[src/design/pes_pkg.sv]
// Package with shared types and constants for the periodic event scheduler.
package pes_pkg;

    localparam int ID_W     = 16;
    localparam int PERIOD_W = 16;
    localparam int DUE_W    = 32;

    localparam logic [DUE_W-1:0] DUE_MAX = {DUE_W{1'b1}};

    // Kind of input word, carried in s_tuser.
    localparam logic FUNC_ADD  = 1'b0;
    localparam logic FUNC_NEXT = 1'b1;

    // Kind of result word, carried in m_tuser.
    localparam logic STATUS_EVENT = 1'b0;
    localparam logic STATUS_EMPTY = 1'b1;

    // One table entry as it is stored in the entry memory.
    typedef struct packed {
        logic [DUE_W-1:0]    due;
        logic [PERIOD_W-1:0] period;
        logic [ID_W-1:0]     id;
    } pes_entry_t;

    typedef enum logic [1:0] {
        ST_IDLE,
        ST_SCAN,
        ST_WB
    } pes_state_t;

endpackage

[src/design/pes_ram.sv]
// Generic single-port-write, single-port-read RAM with a registered read.
module pes_ram #(
    parameter int WIDTH = 64,
    parameter int DEPTH = 64,
    localparam int AW = (DEPTH > 1) ? $clog2(DEPTH) : 1
) (
    input  logic             aclk,
    input  logic             wr_en,
    input  logic [AW-1:0]    wr_addr,
    input  logic [WIDTH-1:0] wr_data,
    input  logic             rd_en,
    input  logic [AW-1:0]    rd_addr,
    output logic [WIDTH-1:0] rd_data
);

    logic [WIDTH-1:0] mem [DEPTH];
    logic [WIDTH-1:0] rd_data_reg;

    always_ff @(posedge aclk) begin
        if (wr_en) begin
            mem[wr_addr] <= wr_data;
        end
        if (rd_en) begin
            rd_data_reg <= mem[rd_addr];
        end
    end

    assign rd_data = rd_data_reg;

endmodule

[src/design/periodic_event_scheduler.sv]
// Top level of the periodic event scheduler: entry table, scan sequencer and result register.
//
//  Channel   Direction  tdata (low bits first)                 tuser
//  s_        in         query_id[15:0], period[31:16]          func (0 add, 1 next)
//  m_        out        event_query_id[15:0], event_time[47:16] status (0 event, 1 empty)
//
// An add word writes the entry straight into the entry memory,
// and the block is ready for the next word in the following cycle.
// A next word scans the N stored entries: the scan reads one entry per cycle from the
// single read port of the entry memory, which has a registered read, and then the
// winner's advanced due time is written back in the write-back state.
// Reset clears only the entry count, the control state and the result valid flag; the memory needs no clearing.
// A stalled result holds the write-back cycle until the result register frees up.
module periodic_event_scheduler #(
    parameter int MAX_ENTRIES = 64
) (
    input  logic        aclk,
    input  logic        aresetn,

    input  logic        s_tvalid,
    output logic        s_tready,
    input  logic [31:0] s_tdata,   // query_id[15:0], period[31:16]
    input  logic        s_tuser,   // func[0]

    output logic        m_tvalid,
    input  logic        m_tready,
    output logic [47:0] m_tdata,   // event_query_id[15:0], event_time[47:16]
    output logic        m_tuser    // status[0]
);

    // Address width of the entry memory and width of a count that can hold MAX_ENTRIES.
    localparam int AW = (MAX_ENTRIES > 1) ? $clog2(MAX_ENTRIES) : 1;
    localparam int CW = $clog2(MAX_ENTRIES + 1);
    localparam int EW = $bits(pes_pkg::pes_entry_t);

    // Control state.
    pes_pkg::pes_state_t state_reg, state_next;
    logic [CW-1:0]       count_reg, count_next;
    logic [CW-1:0]       iss_reg, iss_next;      // next entry to read during a scan
    logic                rvalid_reg, rvalid_next; // read data from the memory is valid
    logic [AW-1:0]       rd_idx_reg, rd_idx_next; // index of the entry on the read data
    logic                found_reg, found_next;
    logic                empty_reg, empty_next;

    // Running best entry of the scan.
    logic [AW-1:0]                best_idx_reg, best_idx_next;
    logic [pes_pkg::ID_W-1:0]     best_id_reg, best_id_next;
    logic [pes_pkg::PERIOD_W-1:0] best_per_reg, best_per_next;
    logic [pes_pkg::DUE_W-1:0]    best_due_reg, best_due_next;

    // Result register.
    logic        m_tvalid_reg;
    logic [47:0] m_tdata_reg;
    logic        m_tuser_reg;

    // Entry memory ports.
    logic                 ram_wr_en;
    logic [AW-1:0]        ram_wr_addr;
    pes_pkg::pes_entry_t  ram_wr_data;
    logic                 ram_rd_en;
    logic [AW-1:0]        ram_rd_addr;
    logic [EW-1:0]        ram_rd_raw;
    pes_pkg::pes_entry_t  ram_rd_data;

    logic                         out_free;
    logic                         out_load;
    logic                         s_accept;
    logic                         in_func;
    logic [pes_pkg::ID_W-1:0]     in_id;
    logic [pes_pkg::PERIOD_W-1:0] in_period;
    logic [pes_pkg::DUE_W:0]      due_sum;
    logic [pes_pkg::DUE_W-1:0]    due_adv;
    logic                         better;

    assign in_func   = s_tuser;
    assign in_id     = s_tdata[15:0];
    assign in_period = s_tdata[31:16];

    // Words are taken only between scans; adds never overlap a scan, so the
    // memory sees no read and write of the same entry in one cycle.
    assign s_tready = (state_reg == pes_pkg::ST_IDLE);
    assign s_accept = s_tvalid && s_tready;
    assign out_free = !m_tvalid_reg || m_tready;

    assign ram_rd_addr = iss_reg[AW-1:0];
    assign ram_rd_data = pes_pkg::pes_entry_t'(ram_rd_raw);

    // Saturating advance of the winning entry's due time.
    assign due_sum = {1'b0, best_due_reg} + (pes_pkg::DUE_W + 1)'(best_per_reg);
    assign due_adv = due_sum[pes_pkg::DUE_W] ? pes_pkg::DUE_MAX : due_sum[pes_pkg::DUE_W-1:0];

    // Smaller due time wins; on equal due times the smaller identifier wins, and the
    // strict compare keeps the earlier entry when both are equal.
    assign better = !found_reg
                 || (ram_rd_data.due < best_due_reg)
                 || ((ram_rd_data.due == best_due_reg) && (ram_rd_data.id < best_id_reg));

    pes_ram #(
        .WIDTH (EW),
        .DEPTH (MAX_ENTRIES)
    ) u_entry_ram (
        .aclk    (aclk),
        .wr_en   (ram_wr_en),
        .wr_addr (ram_wr_addr),
        .wr_data (ram_wr_data),
        .rd_en   (ram_rd_en),
        .rd_addr (ram_rd_addr),
        .rd_data (ram_rd_raw)
    );

    always_comb begin
        state_next    = state_reg;
        count_next    = count_reg;
        iss_next      = iss_reg;
        rvalid_next   = 1'b0;
        rd_idx_next   = rd_idx_reg;
        found_next    = found_reg;
        empty_next    = empty_reg;
        best_idx_next = best_idx_reg;
        best_id_next  = best_id_reg;
        best_per_next = best_per_reg;
        best_due_next = best_due_reg;
        ram_wr_en     = 1'b0;
        ram_wr_addr   = best_idx_reg;
        ram_wr_data   = '{due: due_adv, period: best_per_reg, id: best_id_reg};
        ram_rd_en     = 1'b0;
        out_load      = 1'b0;

        case (state_reg)
            pes_pkg::ST_IDLE: begin
                if (s_accept) begin
                    if (in_func == pes_pkg::FUNC_ADD) begin
                        // An add to a full table is dropped.
                        if (count_reg != CW'(MAX_ENTRIES)) begin
                            ram_wr_en   = 1'b1;
                            ram_wr_addr = count_reg[AW-1:0];
                            ram_wr_data = '{due: pes_pkg::DUE_W'(in_period),
                                            period: in_period, id: in_id};
                            count_next  = count_reg + CW'(1);
                        end
                    end else begin
                        found_next = 1'b0;
                        iss_next   = '0;
                        if (count_reg == '0) begin
                            empty_next = 1'b1;
                            state_next = pes_pkg::ST_WB;
                        end else begin
                            empty_next = 1'b0;
                            state_next = pes_pkg::ST_SCAN;
                        end
                    end
                end
            end

            pes_pkg::ST_SCAN: begin
                if (iss_reg != count_reg) begin
                    ram_rd_en   = 1'b1;
                    rd_idx_next = iss_reg[AW-1:0];
                    iss_next    = iss_reg + CW'(1);
                    rvalid_next = 1'b1;
                end
                if (rvalid_reg) begin
                    if (better) begin
                        best_idx_next = rd_idx_reg;
                        best_id_next  = ram_rd_data.id;
                        best_per_next = ram_rd_data.period;
                        best_due_next = ram_rd_data.due;
                        found_next    = 1'b1;
                    end
                    if (iss_reg == count_reg) begin
                        state_next = pes_pkg::ST_WB;
                    end
                end
            end

            pes_pkg::ST_WB: begin
                if (out_free) begin
                    out_load   = 1'b1;
                    ram_wr_en  = !empty_reg;
                    state_next = pes_pkg::ST_IDLE;
                end
            end

            default: begin
                state_next = pes_pkg::ST_IDLE;
            end
        endcase
    end

    always_ff @(posedge aclk) begin
        if (!aresetn) begin
            state_reg    <= pes_pkg::ST_IDLE;
            count_reg    <= '0;
            rvalid_reg   <= 1'b0;
            m_tvalid_reg <= 1'b0;
        end else begin
            state_reg  <= state_next;
            count_reg  <= count_next;
            rvalid_reg <= rvalid_next;
            if (out_load) begin
                m_tvalid_reg <= 1'b1;
            end else if (m_tready) begin
                m_tvalid_reg <= 1'b0;
            end
        end
    end

    always_ff @(posedge aclk) begin
        iss_reg      <= iss_next;
        rd_idx_reg   <= rd_idx_next;
        found_reg    <= found_next;
        empty_reg    <= empty_next;
        best_idx_reg <= best_idx_next;
        best_id_reg  <= best_id_next;
        best_per_reg <= best_per_next;
        best_due_reg <= best_due_next;
        if (out_load) begin
            m_tuser_reg <= empty_reg ? pes_pkg::STATUS_EMPTY : pes_pkg::STATUS_EVENT;
            m_tdata_reg <= empty_reg ? 48'd0 : {best_due_reg, best_id_reg};
        end
    end

    assign m_tvalid = m_tvalid_reg;
    assign m_tdata  = m_tdata_reg;
    assign m_tuser  = m_tuser_reg;

`ifndef NO_ASSERTIONS
    a_count_bound: assert property (@(posedge aclk) disable iff (!aresetn)
        count_reg <= CW'(MAX_ENTRIES))
        else $error("entry count above table size");

    a_full_add_dropped: assert property (@(posedge aclk) disable iff (!aresetn)
        (s_accept && (in_func == pes_pkg::FUNC_ADD) && (count_reg == CW'(MAX_ENTRIES)))
        |=> $stable(count_reg))
        else $error("add to a full table changed the count");

    a_scan_count_stable: assert property (@(posedge aclk) disable iff (!aresetn)
        (state_reg == pes_pkg::ST_SCAN) |=> $stable(count_reg))
        else $error("entry count changed during a scan");

    a_wb_in_range: assert property (@(posedge aclk) disable iff (!aresetn)
        ((state_reg == pes_pkg::ST_WB) && ram_wr_en) |-> (CW'(best_idx_reg) < count_reg))
        else $error("write-back to an entry that is not stored");

    a_empty_result: assert property (@(posedge aclk) disable iff (!aresetn)
        (out_load && empty_reg) |-> (count_reg == '0))
        else $error("empty status with stored entries");
`endif

endmodule

[config.mk]
export PLATFORM = sky130hd
export DESIGN_NAME = periodic_event_scheduler
export DESIGN_NICKNAME = d
export VERILOG_FILES = /design/src/design/pes_pkg.sv /design/src/design/pes_ram.sv /design/src/design/periodic_event_scheduler.sv
export SDC_FILE = /design/constraint.sdc
export NUM_CORES = 2
export LEC_CHECK = 0
export BUFFER_PORTS_ARGS = -buffer_cell sky130_fd_sc_hd__buf_2
export CORE_ASPECT_RATIO = 1.2
export CORE_MARGIN = 3
export CORE_UTILIZATION = 45
export CTS_CLUSTER_SIZE = 28
export DETAILED_ROUTE_END_ITERATION = 7
export PLACE_DENSITY = 0.73
export SYNTH_ARGS = -nofsm -noshare
export SYNTH_HDL_FRONTEND = slang
export SYNTH_SLANG_ARGS = --single-unit
[constraint.sdc]
create_clock -name aclk -period 6.3 [get_ports aclk]
set_clock_uncertainty 0.2 [all_clocks]
set_input_delay 1.26 -clock aclk [delete_from_list [all_inputs] [get_ports aclk]]
set_output_delay 1.26 -clock aclk [all_outputs]
set_load 0.1 [all_outputs]
==> out/metrics.yaml <==
run_status:
  status: "finished, final reports clean"
drt:
  wl_per_cell_um: 34.1
  postRouteAntennaNets: 0
  firstDrtPassIters: 8
  drc: 0
  wirelength_mm: 422
  wl_met1_mm: 144
  vias: 78500
  drt-initial-drc-count: 11300
  routed.top_layer: "met5"
  vias_per_cell: 6.35
  wl_met3_mm: 42.5
  met2WireLength_mm: 213
timing:
  hold_violations: 0
  worst_pin_slew_ns: 1.30
  holdWs_ns: 0.204
  rsz0062_at_grt: "no"
  setup_viol: 0
  final.min_clock_period_ns: 4.74
  slew_viol_final: 0
  finalCritPeriodShare_pct: 75.2
  max-slew-margin-rel_pct: 12.8
  fmax_mhz: 211
yosys:
  yosys.cell_count.top_type: "edfxtp_1"
  ys.flop_type: "edfxtp_1"
  yosys.cell_types.count: 53
  yosysTopAreaCellShare_pct: 78.2
  yosysTopAreaCell: "edfxtp_1"
  syn_area_mm2: 0.165
  synthCells: 6829
  synth_nets: 6933
  synth_area_per_cell_um2: 24.1
  ys_seq_elements: 4305
  synth_edf_count: 4294
  ys_top_cells_by_area: "edfxtp_1 78%, mux4_2 17%, a22oi_1 0.60%"
  ys_seq_area_share_pct: 78.4
  synth_common_cells: "4294 x edfxtp_1, 1280 x mux4_2, 198 x clkbuf_1, 178 x nand2_1, 147 x nor2_1"
  async_flop_share_pct: 0
  yosysWarnings: 0
clock_tree:
  clock-sinks: 4305
  clk_latency_ns: 0.95
  htreeDepth: 5
  holdBufCountCts: 0
  cts_tree: "built"
  postCtsSetupBuffers: 0
  ctsResizeCount: 0
  cts_buffers: 394
  clk_path_buf_depth: 4
  cts_root_buf: "clkbuf_16"
  clk_pin_slew_ns: 0.07
grt:
  grt_pass1_wl_mm: 599
  antenna_found_initial: 12
  grt_max_degree: 135
  grt_usage_pct: 22.5
  grt_pass1_vias: 79800
  grt_overflow: 0
layout:
  largest_reg_flops: 4096
  nets: 7371
  final_cells: 12400
  syn_to_final_growth_pct: 13.7
  drive_above_1_share_pct: 31.5
placement:
  dp_cells: 11600
  dpl.hpwl_mm: 235
  place.gp.congestion: 0.919
  port_buffers: 87
power:
  switching_share_pct: 22.2
  p_int_mw: 48.0
  seqPwrFrac_pct: 51.8
  powerDensity_mw_per_mm2: 329
  leakage_nw: 57.9
  p_switching_mw: 13.7
  ir_drop_uv: 249
  p_comb_share_pct: 8.5
  clock_power_share_pct: 39.8
setup_path:
  rrSetupSlack_ns: 1.56
  start_kind: "register"
  worstSetupPathType: "reg2reg"
  crit_fanout: 27
  crit_path_end_kind: "register"
  cp_data_arrival_time_ns: 5.22
  required_ns: 6.79
floorplan:
  start_util_pct: 45.4
  row_count: 242
  die_x_um: 558
  ioPinCount: 88
  die_area_mm2: 0.374
  core_area_mm2: 0.363
  die_h_um: 669
job:
  maxCapViolations: 0
hold_path:
  hp-class: "reg2reg"
[worst paths after layout]
kind         cells past startpoint               startpoint                      end
max                              9          best_due_reg[6]  u_entry_ram.mem[44][59]
max reg2reg                      9          best_due_reg[6]  u_entry_ram.mem[44][59]
min                              0  u_entry_ram.rd_data[30]         best_per_reg[14]
min reg2reg                      0  u_entry_ram.rd_data[30]         best_per_reg[14]
[metrics by stage]
step / TNS [ns] / area (um2) / util, % / setup WS, ns / power, mW
floorplan: -132.92 / 165000 / - / -0.130 / 35.9
global placement: 0 / 174000 / 47.9 / 1.05 / 37.6
detailed placement: 0 / 174000 / 47.9 / 1.11 / 37.7
CTS: 0 / 187000 / 51.6 / 1.68 / 62.0
global route: 0 / 187000 / 51.6 / 1.35 / 63.2
finish: 0 / 187000 / 51.6 / 1.56 / 61.6
[power groups by stage]
stage          Clock (mW)  Sequential (mW)  Combinational [mW]
6_report             24.5             31.9                5.22
5_1_grt              25.8             31.9                5.45
4_1_cts              24.8             31.9                5.26
3_5_place_dp            0             32.5                5.22
3_3_place_gp            0             32.5                5.12
2_1_floorplan           0             32.6                3.28
[kinds of logic (layout without fill, tap and decap cells)]
family | count (synthesis) | in the layout | share of synthesized area [%]
buffers and inverters | 405 | 1175 | 1.03
DFF | 4305 | 4305 | 78.4
xor gates and xnor gates | 32 | 32 | 0.170
adders and majority gates | 67 | 67 | 0.513
muxes | 1280 | 1280 | 17.5
AOI/OAI and AO/OA | 305 | 305 | 1.26
other | 0 | 9 | 0
and+or+nand+nor | 435 | 435 | 1.15
[cell type report]
cell class,instances,area [um2]
multi-input cells,2119,35000
well taps,4758,5950
clock buffers,461,10200
repair buffers,393,3870
diodes,9,22.5
clock inverters,267,3020
fillers,26800,176000
flip-flops and latches,4305,129000
inverters,54,203
[worst max-delay path, stage by stage, from the launching register on]
cell and delay (ns):
edfxtp_1 0.42, ha_1 0.38, and2_1 0.20, nand3_1 0.11, a21oi_1 0.39, o21ai_0 0.30
a21oi_1 0.75, a31oi_1 0.27, a211oi_4 1.01, buf_4 0.42
[per-layer routing]
metal	global-route usage, %	up-vias
met3	4.56	902
li1	-	30300
met2	37.7	5149
met1	28.5	42100
met4	9.88	2
met5	0	-
[layout by cell type (no fill, tap or decap), drive strengths merged, types with 21 or more instances in the layout]
cell type     n
bufinv       58
mux4       1280
ha           66
o21ai        45
clkinvlp     21
nor2        147
buf         393
inv          66
edfxtp     4294
clkinv      176
a21oi        51
a22oi       131
clkbuf      461
nand2       178
Note: power is estimated with default switching activity, not from simulation.
